## src/hw/rtl/xcpp_pkg.sv

```systemverilog
// Shared types and constants for the XOR-checked command packet parser.
package xcpp_pkg;

  localparam int BYTE_W    = 8;
  localparam int CMD_W     = 16;
  localparam int PLEN_W    = 4;
  localparam int LANE_W    = 3;
  localparam int PAY_LANES = 8;
  localparam int PAY_FIRST = 4;

  localparam logic [BYTE_W-1:0] START_MARKER_RST = 8'hAA;

  typedef logic [BYTE_W-1:0] byte_t;

  // One decoded frame, handed from the front end to the result sequencer.
  typedef struct packed {
    logic [CMD_W-1:0]          cmd_word;
    logic [PLEN_W-1:0]         plen;
    logic                      len_zero;
    logic                      bad;
    logic [LANE_W-1:0]         last_pos;
    byte_t [PAY_LANES-1:0]     payload;
  } xcpp_frame_t;

  typedef struct packed {
    logic full;
    logic empty;
  } xcpp_qstat_t;

endpackage

```

## src/hw/rtl/xcpp_if.sv

```systemverilog
// Valid/ready channel interfaces for received bytes and decoded results.
interface xcpp_in_if;
  import xcpp_pkg::*;

  logic  valid;
  logic  ready;
  byte_t rx_byte;
  logic  frame_end;

  modport source (output valid, output rx_byte, output frame_end, input ready);
  modport sink (input valid, input rx_byte, input frame_end, output ready);
endinterface

interface xcpp_out_if;
  import xcpp_pkg::*;

  logic              valid;
  logic              ready;
  logic [CMD_W-1:0]  command_word;
  logic [PLEN_W-1:0] payload_length;
  logic              invalid;
  byte_t             payload_byte;
  logic [LANE_W-1:0] payload_index;
  logic              last;

  modport source (output valid, output command_word, output payload_length,
                  output invalid, output payload_byte, output payload_index,
                  output last, input ready);
  modport sink (input valid, input command_word, input payload_length,
                input invalid, input payload_byte, input payload_index,
                input last, output ready);
endinterface

```

## src/hw/rtl/xcpp_front.sv

```systemverilog
// Byte collector: builds one frame, checks it and pushes a frame descriptor.
module xcpp_front import xcpp_pkg::*; #(
  parameter int FRAME_BYTES = 16,
  parameter int MAX_PAYLOAD = 8
) (
  input  logic        clk,
  input  logic        rst_n,
  input  logic        cfg_we,
  input  byte_t       cfg_wdata,
  xcpp_in_if.sink     in_if,
  input  xcpp_qstat_t qstat,
  output logic        push,
  output xcpp_frame_t push_data
);

  localparam int CNT_W = $clog2(FRAME_BYTES);

  byte_t              marker_r;
  logic [CNT_W-1:0]   cnt_r;
  byte_t              xor_r;
  logic               nz_r;
  byte_t              b0_r, b1_r, b2_r, b3_r;
  byte_t [PAY_LANES-1:0] payload_r;

  logic               fire;
  logic               done;
  byte_t              b;
  byte_t              cur_b0, cur_b1, cur_b2, cur_b3;
  byte_t              xor_all;
  logic               nz_all;
  logic               lane_hit;
  logic [LANE_W-1:0]  lane;
  byte_t [PAY_LANES-1:0] pay_cur;
  logic               len_bad;
  byte_t              len;

  assign in_if.ready = !qstat.full;
  assign fire        = in_if.valid && in_if.ready;
  assign b           = in_if.rx_byte;
  assign done        = fire && (in_if.frame_end || cnt_r == CNT_W'(FRAME_BYTES - 1));

  assign cur_b0 = (cnt_r == CNT_W'(0)) ? b : b0_r;
  assign cur_b1 = (cnt_r == CNT_W'(1)) ? b : b1_r;
  assign cur_b2 = (cnt_r == CNT_W'(2)) ? b : b2_r;
  assign cur_b3 = (cnt_r == CNT_W'(3)) ? b : b3_r;

  // Bytes past the checksum byte are zero, so the check reduces to the XOR of
  // everything received being zero, unless no nonzero byte sits at index two
  // or above.
  assign xor_all = xor_r ^ b;
  assign nz_all  = nz_r || (cnt_r >= CNT_W'(2) && b != '0);

  assign lane_hit = (32'(cnt_r) >= PAY_FIRST) && (32'(cnt_r) < PAY_FIRST + PAY_LANES);
  assign lane     = LANE_W'(32'(cnt_r) - PAY_FIRST);

  always_comb begin
    pay_cur = payload_r;
    if (lane_hit) begin
      pay_cur[lane] = b;
    end
  end

  assign len_bad = 32'(cur_b1) > MAX_PAYLOAD;
  assign len     = len_bad ? '0 : cur_b1;

  always_comb begin
    push_data.cmd_word = {cur_b2, cur_b3};
    push_data.plen     = len[PLEN_W-1:0];
    push_data.len_zero = (len == '0);
    push_data.bad      = (cur_b0 != marker_r) || len_bad || (nz_all && xor_all != '0);
    if (len == '0) begin
      push_data.last_pos = '0;
    end else if (32'(len) >= PAY_LANES) begin
      push_data.last_pos = LANE_W'(PAY_LANES - 1);
    end else begin
      push_data.last_pos = LANE_W'(len - 8'd1);
    end
    push_data.payload  = pay_cur;
  end

  assign push = done;

  always_ff @(posedge clk) begin
    if (!rst_n) begin
      marker_r <= START_MARKER_RST;
    end else if (cfg_we) begin
      marker_r <= cfg_wdata;
    end
  end

  always_ff @(posedge clk) begin
    if (!rst_n || done) begin
      cnt_r     <= '0;
      xor_r     <= '0;
      nz_r      <= 1'b0;
      b0_r      <= '0;
      b1_r      <= '0;
      b2_r      <= '0;
      b3_r      <= '0;
      payload_r <= '0;
    end else if (fire) begin
      cnt_r     <= cnt_r + CNT_W'(1);
      xor_r     <= xor_all;
      nz_r      <= nz_all;
      b0_r      <= cur_b0;
      b1_r      <= cur_b1;
      b2_r      <= cur_b2;
      b3_r      <= cur_b3;
      payload_r <= pay_cur;
    end
  end

endmodule

```

## src/hw/rtl/xcpp_queue.sv

```systemverilog
// Two-entry queue of frame descriptors between the front end and the sequencer.
module xcpp_queue import xcpp_pkg::*; (
  input  logic        clk,
  input  logic        rst_n,
  input  logic        push,
  input  xcpp_frame_t push_data,
  input  logic        pop,
  output xcpp_frame_t head,
  output xcpp_qstat_t qstat
);

  xcpp_frame_t entry_r [2];
  logic        wr_ptr_r;
  logic        rd_ptr_r;
  logic [1:0]  cnt_r;

  logic do_push;
  logic do_pop;

  assign qstat.full  = (cnt_r == 2'd2);
  assign qstat.empty = (cnt_r == 2'd0);
  assign do_push     = push && !qstat.full;
  assign do_pop      = pop && !qstat.empty;
  assign head        = entry_r[rd_ptr_r];

  always_ff @(posedge clk) begin
    if (do_push) begin
      entry_r[wr_ptr_r] <= push_data;
    end
  end

  always_ff @(posedge clk) begin
    if (!rst_n) begin
      wr_ptr_r <= 1'b0;
      rd_ptr_r <= 1'b0;
      cnt_r    <= '0;
    end else begin
      if (do_push) begin
        wr_ptr_r <= !wr_ptr_r;
      end
      if (do_pop) begin
        rd_ptr_r <= !rd_ptr_r;
      end
      case ({do_push, do_pop})
        2'b10:   cnt_r <= cnt_r + 2'd1;
        2'b01:   cnt_r <= cnt_r - 2'd1;
        default: cnt_r <= cnt_r;
      endcase
    end
  end

endmodule

```

## src/hw/rtl/xcpp_back.sv

```systemverilog
// Result sequencer: walks one descriptor and emits its results into an output register.
module xcpp_back import xcpp_pkg::*; (
  input  logic        clk,
  input  logic        rst_n,
  input  xcpp_frame_t head,
  input  xcpp_qstat_t qstat,
  output logic        pop,
  xcpp_out_if.source  out_if
);

  logic [LANE_W-1:0] pos_r;
  logic              valid_r;
  logic [CMD_W-1:0]  cmd_r;
  logic [PLEN_W-1:0] plen_r;
  logic              bad_r;
  byte_t             pbyte_r;
  logic [LANE_W-1:0] pidx_r;
  logic              last_r;

  logic load;
  logic at_last;

  // With a descriptor queued, the output register loads when empty or being drained.
  assign load    = !qstat.empty && (!valid_r || out_if.ready);
  assign at_last = (pos_r == head.last_pos);
  assign pop     = load && at_last;

  always_ff @(posedge clk) begin
    if (!rst_n) begin
      valid_r <= 1'b0;
      pos_r   <= '0;
    end else begin
      if (load) begin
        valid_r <= 1'b1;
        pos_r   <= at_last ? '0 : pos_r + LANE_W'(1);
      end else if (out_if.ready) begin
        valid_r <= 1'b0;
      end
    end
  end

  always_ff @(posedge clk) begin
    if (load) begin
      cmd_r   <= head.cmd_word;
      plen_r  <= head.plen;
      bad_r   <= head.bad;
      pbyte_r <= head.len_zero ? '0 : head.payload[pos_r];
      pidx_r  <= head.len_zero ? '0 : pos_r;
      last_r  <= at_last;
    end
  end

  assign out_if.valid          = valid_r;
  assign out_if.command_word   = cmd_r;
  assign out_if.payload_length = plen_r;
  assign out_if.invalid        = bad_r;
  assign out_if.payload_byte   = pbyte_r;
  assign out_if.payload_index  = pidx_r;
  assign out_if.last           = last_r;

endmodule

```

## src/hw/rtl/xor_checked_command_packet_parser_top.sv

```systemverilog
// Top level of the XOR-checked command packet parser.
//
//   Channel  Direction  Beat carries
//   in_if    sink       rx_byte, frame_end
//   out_if   source     command_word, payload_length, invalid, payload_byte,
//                       payload_index, last
//   cfg_*    write      start marker (8 bits)
//
// One byte is taken per cycle; the byte that ends a frame also pushes its descriptor.
// A frame yields max(1, min(len, 8)) results, one if len > MAX_PAYLOAD; one per cycle.
// The two-entry descriptor queue sets how far the front end runs ahead of the results.
// in_if stalls only while the queue holds two frames; out_if stalls hold the output beat.
// Reset is synchronous and clears all frame state; the start marker returns to 0xAA.
module xor_checked_command_packet_parser_top import xcpp_pkg::*; #(
  parameter int FRAME_BYTES = 16,
  parameter int MAX_PAYLOAD = 8
) (
  input  logic       clk,
  input  logic       rst_n,
  input  logic       cfg_we,
  input  byte_t      cfg_wdata,
  xcpp_in_if.sink    in_if,
  xcpp_out_if.source out_if
);

  xcpp_frame_t push_data;
  xcpp_frame_t head;
  xcpp_qstat_t qstat;
  logic        push;
  logic        pop;

  xcpp_front #(
    .FRAME_BYTES (FRAME_BYTES),
    .MAX_PAYLOAD (MAX_PAYLOAD)
  ) u_front (
    .clk       (clk),
    .rst_n     (rst_n),
    .cfg_we    (cfg_we),
    .cfg_wdata (cfg_wdata),
    .in_if     (in_if),
    .qstat     (qstat),
    .push      (push),
    .push_data (push_data)
  );

  xcpp_queue u_queue (
    .clk       (clk),
    .rst_n     (rst_n),
    .push      (push),
    .push_data (push_data),
    .pop       (pop),
    .head      (head),
    .qstat     (qstat)
  );

  xcpp_back u_back (
    .clk    (clk),
    .rst_n  (rst_n),
    .head   (head),
    .qstat  (qstat),
    .pop    (pop),
    .out_if (out_if)
  );

endmodule

```

## src/flat_wrapper.sv

```systemverilog
// flat-port wrapper written by rule: the top's interface ports become plain ports
module xor_checked_command_packet_parser_top_flat import xcpp_pkg::*;
#(
  parameter int FRAME_BYTES = 16,
  parameter int MAX_PAYLOAD = 8
)
  (clk, rst_n, cfg_we, cfg_wdata, in_if_valid, in_if_rx_byte, in_if_frame_end, in_if_ready, out_if_valid, out_if_command_word, out_if_payload_length, out_if_invalid, out_if_payload_byte, out_if_payload_index, out_if_last, out_if_ready);
  xcpp_in_if in_if_i ();
  xcpp_out_if out_if_i ();
  input  logic clk;
  input  logic rst_n;
  input  logic cfg_we;
  input  byte_t cfg_wdata;
  input wire logic [$bits(in_if_i.valid)-1:0] in_if_valid;
  input wire logic [$bits(in_if_i.rx_byte)-1:0] in_if_rx_byte;
  input wire logic [$bits(in_if_i.frame_end)-1:0] in_if_frame_end;
  output wire logic [$bits(in_if_i.ready)-1:0] in_if_ready;
  output wire logic [$bits(out_if_i.valid)-1:0] out_if_valid;
  output wire logic [$bits(out_if_i.command_word)-1:0] out_if_command_word;
  output wire logic [$bits(out_if_i.payload_length)-1:0] out_if_payload_length;
  output wire logic [$bits(out_if_i.invalid)-1:0] out_if_invalid;
  output wire logic [$bits(out_if_i.payload_byte)-1:0] out_if_payload_byte;
  output wire logic [$bits(out_if_i.payload_index)-1:0] out_if_payload_index;
  output wire logic [$bits(out_if_i.last)-1:0] out_if_last;
  input wire logic [$bits(out_if_i.ready)-1:0] out_if_ready;
  assign in_if_i.valid = in_if_valid;
  assign in_if_i.rx_byte = in_if_rx_byte;
  assign in_if_i.frame_end = in_if_frame_end;
  assign in_if_ready = in_if_i.ready;
  assign out_if_valid = out_if_i.valid;
  assign out_if_command_word = out_if_i.command_word;
  assign out_if_payload_length = out_if_i.payload_length;
  assign out_if_invalid = out_if_i.invalid;
  assign out_if_payload_byte = out_if_i.payload_byte;
  assign out_if_payload_index = out_if_i.payload_index;
  assign out_if_last = out_if_i.last;
  assign out_if_i.ready = out_if_ready;
  xor_checked_command_packet_parser_top #(.FRAME_BYTES(FRAME_BYTES), .MAX_PAYLOAD(MAX_PAYLOAD)) u_core (.clk(clk), .rst_n(rst_n), .cfg_we(cfg_we), .cfg_wdata(cfg_wdata), .in_if(in_if_i), .out_if(out_if_i));
endmodule
```

## config.mk

```make
export PLATFORM = sky130hd
export DESIGN_NAME = xor_checked_command_packet_parser_top_flat
export DESIGN_NICKNAME = d
export VERILOG_FILES = /design/src/hw/rtl/xcpp_pkg.sv /design/src/hw/rtl/xcpp_if.sv /design/src/hw/rtl/xcpp_front.sv /design/src/hw/rtl/xcpp_queue.sv /design/src/hw/rtl/xcpp_back.sv /design/src/hw/rtl/xor_checked_command_packet_parser_top.sv /design/src/flat_wrapper.sv
export SDC_FILE = /design/constraint.sdc
export NUM_CORES = 1
export LEC_CHECK = 0
export ABC_AREA = 1
export BUFFER_PORTS_ARGS = -buffer_cell sky130_fd_sc_hd__buf_2
export CORE_MARGIN = 2
export CORE_UTILIZATION = 35
export CTS_BUF_LIST = sky130_fd_sc_hd__clkbuf_4
export DETAILED_ROUTE_END_ITERATION = 7
export GPL_ROUTABILITY_DRIVEN = 1
export PLACE_DENSITY = 0.58
export SLEW_MARGIN = 20
export SYNTH_ARGS = -nofsm -noshare
export SYNTH_HDL_FRONTEND = slang
export SYNTH_SLANG_ARGS = --single-unit
```

## constraint.sdc

```tcl
create_clock -name clk -period 7.8 [get_ports clk]
set_input_delay 0.39 -clock clk [delete_from_list [all_inputs] [get_ports clk]]
set_output_delay 0.39 -clock clk [all_outputs]
set_load 0.01 [all_outputs]
```

* Word-level counts from Yosys, hierarchy flattened
Memories as Yosys holds them, arrays and structs flattened. A register that Yosys moved wholly into a read port is not among the register bits.
Index checks and enable logic that the tools add are counted.
W data, S select, Z words.
** Cells by class
- $mul :: 0
- Add/sub/neg operators :: 6
- Divide/modulo/power cells :: 0
- Bitwise operators :: 1
- Eq/ne operators :: 9
- Reduce and logical (&&, ||, !) cells :: 29
- Muxes and demuxes :: 21
- Magnitude comparators :: 8
- Shift-type cells :: 0
** Operator list (count)
- $bwmux W64 :: 1
- $mux W64 :: 1
- $mux W8 :: 7
- $bmux W8 S3 :: 1
- $demux W8 S3 :: 1
- $reduce_bool A8 Y1 :: 2
- $logic_and A1 B1 Y1 :: 10
- $mux W3 :: 3
- $eq A4 B2 Y1 const B :: 2
- $ge A8 B4 Y1 const B :: 1
- $gt A8 B4 Y1 const B :: 1
- $logic_not A8 Y1 :: 1
- $lt A3 B4 Y1 const B :: 2
- $ne A8 B8 Y1 :: 1
- $xor A8 B8 Y8 :: 1
- $logic_not A1 Y1 :: 6
- $logic_or A1 B1 Y1 :: 6
- $mux W1 :: 6
- $add A4 B1 Y4 const B :: 1
- $eq A2 B2 Y1 const B :: 2
- $eq A4 B1 Y1 const B :: 1
- $eq A4 B4 Y1 const B :: 1
- $ge A4 B2 Y1 const B :: 1
- $ge A4 B3 Y1 const B :: 1
- other kinds (13) :: 14
** Word-level totals
- Flip-flop bits (word level) :: 158
- Bits in read-only memories :: 0
- RAM bits :: 178
- Output and inout port bits :: 35
- Memories :: 1
- Word-level logic and storage cells :: 102
- Latch bits :: 0
** Memory list
- u_core.u_queue.entry_r :: words 2, bits a word 89, read ports 1, clocked after memory_dff 1, wr ports 1, line xcpp_queue.sv:12 : xcpp_frame_t entry_r [2];

* Longest topological paths before layout
Gate-level depths: netlist of run 1.
- Depth in word-level cells :: 7
- Gate-level depth with buffers :: 14
- Depth with buffers taken out :: 13

* Hierarchy
From an unflattened synthesis of run 1, not the netlist that was laid out.
** Unflattened totals
- Cell total of the unflattened synthesis :: 1389
- Area, all modules :: 14382.5 µm²
** By module, submodules not included
- xcpp_queue :: times used 1, sequential area each 5445.2 µm², cells an instance 317, area an instance 6700.2 µm²
- xcpp_front :: times used 1, sequential area each 2342.2 µm², cells an instance 863, area an instance 5809.3 µm²
- xcpp_back :: times used 1, sequential area each 1071.0 µm², cells an instance 209, area an instance 1873.0 µm²

* Worst setup path after synthesis of run 1
No wires, ideal clock.
- Path kind :: register -> register
- Start point :: register u_core.u_front.cnt_r[0]
- End point :: memory u_core.u_queue.entry_r[1][0] (netlist name), enable pin
- Stages on the path, launching flop included :: 6
- Arrival :: 4715 ps
- Period minus slack after synthesis :: 5253 ps
- Path slack :: 2547 ps
- Required time :: 7261 ps
- Path through :: dfxtp_1 > ha_1 > inv_1 > o21bai_1 > nand2_2 > nor2_1
** Between the ends
- Cells in the longest elaborated chain, start to end :: 6
** RTL lines
- start, declared :: line xcpp_front.sv:19 : logic [CNT_W-1:0] cnt_r;
- start signal, assigned :: line xcpp_front.sv:102 : cnt_r <= cnt_r + CNT_W'(1);
- $eq A4 B4 Y1 :: line xcpp_front.sv:40 : assign done = fire && (in_if.frame_end || cnt_r == CNT_W'(FRAME_BYTES - 1));
- $logic_or A1 B1 Y1 :: line xcpp_front.sv:40
- $logic_and A1 B1 Y1 :: line xcpp_front.sv:40
- $logic_and A1 B1 Y1 :: line xcpp_queue.sv:22 : assign do_push = push && !qstat.full;
- $mux W1 :: line xcpp_queue.sv:27 : if (do_push) begin
- $mux W1 (implied by the code) :: line xcpp_queue.sv:28 : entry_r[wr_ptr_r] <= push_data;
- end, declared :: line xcpp_queue.sv:12
No other way between the ends.

* Worst setup path in the final report of run 1
- Start point :: register u_core.u_queue.cnt_r[0]
- End point :: memory u_core.u_queue.entry_r[1][54] (netlist name), enable pin
** Between the ends
- Cells in the longest elaborated chain, start to end :: 7
** RTL lines
- start, declared :: line xcpp_queue.sv:15 : logic [1:0] cnt_r;
- start signal, assigned :: line xcpp_queue.sv:45 : 2'b10: cnt_r <= cnt_r + 2'd1;
- start signal, assigned :: line xcpp_queue.sv:46 : 2'b01: cnt_r <= cnt_r - 2'd1;
- start signal, assigned :: line xcpp_queue.sv:47 : default: cnt_r <= cnt_r;
- $eq A2 B2 Y1 (*) :: line xcpp_queue.sv:20 : assign qstat.full = (cnt_r == 2'd2);
- $logic_not A1 Y1 (*) :: line xcpp_front.sv:37, xcpp_queue.sv:22
- $logic_and A1 B1 Y1 :: line xcpp_front.sv:38 : assign fire = in_if.valid && in_if.ready;
- $logic_and A1 B1 Y1 :: line xcpp_front.sv:40
- $logic_and A1 B1 Y1 (*) :: line xcpp_queue.sv:22
- $mux W1 (*) :: line xcpp_queue.sv:27
- $mux W1 (implied by the code) (*) :: line xcpp_queue.sv:28
Mark *: on every way between the ends. The rest lies on a longest branch, timed or not.

==> flow_metrics.tcl, run 1 <==
set metrics [dict create \
    finalPower_w 0.00416 \
    maxCapViolCount 0 \
    p_seq_share_pct 48.3 \
    synth_seq_cells 337 \
    max_stage_delay_ns 0.81 \
    hold_path_class "input pin to register" \
    grtUsageTotal_pct 17.0 \
    die_w_um 204 \
    cts_buffers 91 \
    postPlaceCellArea_um2 14600 \
    drt-initial-drc-count 792 \
    clockBufferDepth 3 \
    stdcell_area_um2 16000 \
    period_share_pct 50.1 \
    drc_errors 0 \
    viasPerCell 4.94 \
    crit_path_end_kind "register" \
    utilization_pct 40.6 \
    pwr-share-comb_pct 11.3 \
    grt-ovfl-total 0 \
    p_per_area_nw_per_um2 259 \
    post_cts_buffers 0 \
    cpMaxStageDelayCell "buf_4" \
    cts_tree "yes" \
    clkSinkCount 337 \
    firstDrtPassIters 5 \
    finalWeightedCongestion 0.777 \
    drt_wl_total_um 35000 \
    synth-simple-area-share_pct 16.7 \
    die-height_um 204 \
    worst_pin_slew_ns 1.01 \
    rows 73 \
    fin_nets 1577 \
    initial_utilization_pct 35.2 \
    p_sw_w 0.00109 \
    synth_fa_ha_area_share_pct 0.718 \
    post-place-ws_ns 3.86 \
    vias 10618 \
    path_cells "inv_1 > nand2_1 > nand2_4 > clkinv_2 > nand2_2 > nor2_4 > buf_4" \
    critical_path_arrival_ns 4.23 \
    swShare_pct 26.3 \
    coreArea_um2 39500 \
    status "complete, no violations" \
    rsz0062_at_grt "false" \
    synth_compound_area_share_pct 13.3 \
    area_growth_pct 15.1 \
    seq_area_um2 8860 \
    wl_per_cell_um 16.3 \
    fin_skew_ns 0.0448 \
    syn_inst 1455 \
    slew_headroom_pct 32.8 \
    timing_hold_violations_final 0 \
    period_needed_ns 3.91 \
    drv_slew 0 \
    final_critical_path_setup_slack_ns 3.89 \
    p_leak_nw 5.99 \
    grt_max_degree 90 \
    clkLatencyLatePin_ns 0.73 \
    synth_area_per_cell_um2 9.58 \
    power.share.clock_pct 40.4 \
    multiInputGateArea_um2 4450 \
    synthMuxAreaShare_pct 0 \
    synth_top_family_by_area "simple AND/OR/NAND/NOR gates" \
    setup_viol 0 \
    required_ns 8.13 \
    yosys.cell_types.count 30 \
    synth_seq_area_share_pct 63.6 \
    dp_hpwl_um 19400 \
    drive_above_1_share_pct 15.3 \
    syn_nets 1485 \
    grt_pass1_vias 10268 \
    p_int_w 0.00307 \
    crit_fanout 59 \
    cts_root_buf "clkbuf_4" \
    synth-xor-area-share_pct 0.943 \
    tns_ns 0 \
    portBuffers 56 \
    path_class "register to register" \
    n_fill_cell 3885 \
    max_freq_ghz 0.256 \
    grt_pass1_wl_um 54800 \
    cts.htree.levels 3 \
    antenna_found_initial 2 \
    largest_register "u_core.u_queue.entry_r" \
    synth_area_um2 13900 \
    ys.warnings.count 0 \
    dieArea_um2 41400 \
    path_clk_slew_ns 0.06 \
    largest_reg_flops 178 \
    cp-start-kind "register" \
    io_pins 57 \
    ir_drop_uv 85.0 \
    ant_nets 0 \
]
[cells in the final DEF (no fill, tap or decap), types with 2 or more instances in the layout]
| cell type | synthesis | final |
|---|---|---|
| xor2_1 | 7 | 7 |
| o21ai_2 | 4 | 4 |
| o21ai_0 | 173 | 173 |
| nor2_4 | 2 | 4 |
| nand2_1 | 370 | 369 |
| nor2_1 | 171 | 169 |
| buf_2 | 38 | 56 |
| a31oi_1 | 2 | 2 |
| clkbuf_4 | 0 | 154 |
| nand2_2 | 6 | 6 |
| buf_4 | 7 | 12 |
| o211ai_1 | 39 | 39 |
| nor3_1 | 4 | 4 |
| clkinv_1 | 3 | 12 |
| dlygate4sd3_1 | 0 | 20 |
| clkinv_2 | 0 | 3 |
| dfxtp_1 | 126 | 125 |
| nand3_1 | 35 | 35 |
| ha_1 | 8 | 8 |
| inv_1 | 57 | 57 |
| xnor2_1 | 8 | 8 |
| o21ai_1 | 19 | 19 |
| nand4_1 | 4 | 4 |
| edfxtp_1 | 211 | 211 |
| bufinv_16 | 0 | 2 |
| a21oi_1 | 110 | 110 |
| inv_2 | 3 | 3 |
[synthesized netlist by cell type]
cell type | instances | area share [%]
o21ai_0 | 173 | 6.2
nand2_1 | 370 | 10
o21bai_1 | 1 | 0.054
ha_1 | 8 | 0.72
nor4_1 | 1 | 0.045
nor2_2 | 1 | 0.045
a21oi_1 | 110 | 4.0
xor2_1 | 7 | 0.44
buf_6 | 1 | 0.081
o21ai_2 | 4 | 0.25
inv_1 | 57 | 1.5
o211ai_1 | 39 | 2.1
clkinv_1 | 3 | 0.081
dfxtp_1 | 126 | 18
nand3_1 | 35 | 1.3
edfxtp_1 | 211 | 45
xnor2_1 | 8 | 0.50
o21ai_1 | 19 | 0.68
nand2_2 | 6 | 0.27
nand3_2 | 1 | 0.072
buf_2 | 38 | 1.4
a31oi_1 | 2 | 0.090
nor2_1 | 171 | 4.6
nor2_4 | 2 | 0.16
inv_2 | 3 | 0.081
buf_4 | 7 | 0.38
buf_1 | 8 | 0.22
clkbuf_1 | 35 | 0.94
nand4_1 | 4 | 0.18
nor3_1 | 4 | 0.14
[path summary, 6_finish.rpt]
check	end	depth (start not counted)	startpoint	slack, ns
min	u_core.u_front.b0_r[2]	3	in_if_rx_byte[2]	0.08
max reg2reg	u_core.u_queue.entry_r[1][54]	7	u_core.u_queue.cnt_r[0]	3.89
max	u_core.u_queue.entry_r[1][54]	7	u_core.u_queue.cnt_r[0]	3.89
min reg2reg	u_core.u_front.payload_r[27]	2	u_core.u_front.payload_r[27]	0.46
[cell families (layout without fill, tap and decap cells)]
group                      after synthesis  in the layout
and+or+nand+nor                        595            595
AOI/OAI and AO/OA                      348            348
DFF                                    337            337
buffers and inverters                  152            320
xor gates and xnor gates                15             15
adders and majority gates                8              8
other                                    0              1
[per-stage QoR]
step | hold WS [ns] | std cells
6_report | 0.0772 | 2149
5_1_grt | 0.0557 | 2149
4_1_cts | 0.0159 | 2148
3_5_place_dp | 0.455 | 1959
3_3_place_gp | 0.451 | 1959
2_1_floorplan | 0.439 | 1455
[metal layers]
layer | wire [um] | track usage [%] | vias up
met5 | 0 | 0 | -
met4 | 698 | 6.05 | 0
met3 | 2200 | 3.56 | 57
met2 | 16500 | 28.4 | 333
met1 | 15600 | 21.9 | 5034
li1 | - | - | 5194
[critical path, delay by kind of cell, from the launching register on]
kind | cells | cell delay, ns
flip-flops | 1 | 0.41
AND/OR/NAND/NOR | 4 | 1.42
buffers and inverters | 3 | 1.62
[area by class of cell]
type	instances	area share [%]
Inverter	63	1.48
Tap cell	525	4.09
Clock inverter	15	0.717
Sequential cell	337	55.2
Antenna cell	1	0.0156
Timing Repair Buffer	88	3.56
Clock buffer	154	7.21
Multi-Input combinational cell	966	27.7
[power groups by stage]
stage          clock network (W)  registers, W  logic [W]
2_1_floorplan                  0       0.00206   0.000300
5_1_grt                  0.00183       0.00202   0.000528
6_report                 0.00168       0.00201   0.000471
3_5_place_dp                   0       0.00205   0.000465
4_1_cts                  0.00173       0.00201   0.000475
3_3_place_gp                   0       0.00205   0.000458
[what timing repair did]
| item | CTS | global route |
|---|---|---|
| setup endpoints to repair | 0 | 0 |
| resized for setup | 0 | 0 |
| hold buffers | 20 | 0 |
| hold endpoints to repair | 13 | 0 |
No activity file was read; power rests on OpenSTA's default activity.
==> inputs of run 2 (changes only) <==
==> constraint.sdc (replaced) <==
create_clock -name clk -period 3.87 [get_ports clk]
set_input_delay 0.1935 -clock clk [delete_from_list [all_inputs] [get_ports clk]]
set_output_delay 0.1935 -clock clk [all_outputs]
set_load 0.01 [all_outputs]
==> run 2 against run 1 <==
  * Critical path depth is 1 lower
  * Power is 100% higher
  * Global-route usage is 0.47 points higher
  * Fmax is 35% higher
  * First-iteration DRC count is 11% higher
  * Sequential share of layout area is 0.62 points lower
  * Via count is 0.52% higher
==> flow_metrics.tcl, run 2 (synthesis results as in run 1) <==
set metrics [dict create \
    clockBufferDepth 3 \
    required_ns 4.51 \
    rows 73 \
    setup_viol 0 \
    timing_hold_violations_final 0 \
    p_leak_nw 6.05 \
    antenna_found_initial 2 \
    crit_path_end_kind "register" \
    worst_pin_slew_ns 1.07 \
    ir_drop_uv 215 \
    grt-ovfl-total 0 \
    vias 10673 \
    path_cells "o21ai_0 > clkinv_1 > buf_4 > nand4_1 > nand2_1 > nor2_1" \
    hold_path_class "input pin to register" \
    period_share_pct 74.8 \
    largest_reg_flops 178 \
    clkSinkCount 337 \
    drt_wl_total_um 36000 \
    max_stage_delay_ns 0.84 \
    die_w_um 204 \
    drt-initial-drc-count 879 \
    post-place-ws_ns 0.974 \
    io_pins 57 \
    max_freq_ghz 0.346 \
    wl_per_cell_um 16.6 \
    maxCapViolCount 0 \
    fin_skew_ns 0.0447 \
    die-height_um 204 \
    coreArea_um2 39500 \
    largest_register "u_core.u_queue.entry_r" \
    finalWeightedCongestion 0.759 \
    grtUsageTotal_pct 17.5 \
    cpMaxStageDelayCell "clkinv_1" \
    tns_ns 0 \
    most-common-layout-cells "369 x nand2_1, 211 x edfxtp_1, 173 x o21ai_0" \
    grt_pass1_vias 10387 \
    path_class "register to register" \
    firstDrtPassIters 7 \
    drc_errors 0 \
    critical_path_arrival_ns 3.54 \
    grt_pass1_wl_um 56400 \
    p_per_area_nw_per_um2 514 \
    fin_nets 1597 \
    cp_num_buf_inv 2 \
    cp-start-kind "register" \
    portBuffers 56 \
    grt_max_degree 91 \
    cts_tree "yes" \
    area_growth_pct 16.5 \
    dieArea_um2 41400 \
    cts_buffers 89 \
    initial_utilization_pct 35.2 \
    viasPerCell 4.93 \
    critPathTopFamily "buffers and inverters" \
    final_common_cell "nand2_1" \
    final_critical_path_setup_slack_ns 0.977 \
    dp_hpwl_um 19300 \
    rsz0062_at_grt "false" \
    path_clk_slew_ns 0.07 \
    ant_nets 0 \
    status "complete, no violations" \
    slew_headroom_pct 28.9 \
    drv_slew 0 \
    cts.htree.levels 3 \
    cts_root_buf "clkbuf_4" \
    period_needed_ns 2.89 \
    clkLatencyLatePin_ns 0.71 \
    drive_above_1_share_pct 14.9 \
    crit_fanout 24 \
]
-- run 2: cell count changes in the layout (fill, tap and decap cells not counted), sizes merged --
cell         change
buf              +2
clkbuf           -4
clkinv           -1
clkinvlp         -1
diode            +2
dlygate4sd3     +20
inv              -2
-- run 2: power by group --
group          switching, W  internal [W]
clock               0.00142       0.00186
combinational      0.000702      0.000286
sequential        0.0000643       0.00400
-- run 2: worst min-delay path, cell delays in order --
cell and delay, ns:
dlygate4sd3_1 0.51, buf_2 0.09, inv_1 0.03, nand2_1 0.07, a21oi_1 0.07
-- run 2: timing repair --
action | in CTS | in global routing
buffers inserted | 0 | 0
resized for setup | 0 | 0
hold endpoints to repair | 33 | 0
hold buffers | 40 | 0
-- run 2: final timing paths --
kind                                      from                      endpoint  slack, ns  cells after the start
setup reg to reg       u_core.u_queue.cnt_r[0]                      register       0.98                      6
hold / removal                    out_if_ready    u_core.u_back.out_if.valid       0.31                      5
setup / recovery       u_core.u_queue.cnt_r[0]                      register       0.98                      6
hold reg to reg   u_core.u_front.payload_r[57]  u_core.u_front.payload_r[57]       0.46                      2
-- run 2: final cells by class --
cell class | instances | area, um2
diodes | 3 | 7.51
inverters | 63 | 238
multi-input cells | 966 | 4450
clock buffers | 150 | 1130
flip-flops and latches | 337 | 8860
clock inverters | 11 | 95.1
fillers | 3852 | 23300
well taps | 525 | 657
repair buffers | 110 | 798
-- run 2: through the flow --
stage / total power (W) / instances / cell area, um2 / utilization, % / hold slack, ns
CTS: 0.00843 / 2162 / 16200 / 41.0 / 0.271
finish: 0.00834 / 2165 / 16200 / 41.0 / 0.310
global route: 0.00875 / 2165 / 16200 / 41.0 / 0.299
global placement: 0.00508 / 1961 / 14600 / 36.9 / 0.420
detailed placement: 0.00510 / 1961 / 14600 / 36.9 / 0.424
floorplan: 0.00476 / 1455 / 13900 / - / 0.320
-- run 2: metal layers --
metal / global-route usage (%) / part of all wire (%)
met3: 3.37 / 6.2
met1: 22.8 / 45
met5: 0 / 0
met2: 29.1 / 47
met4: 6.07 / 1.8
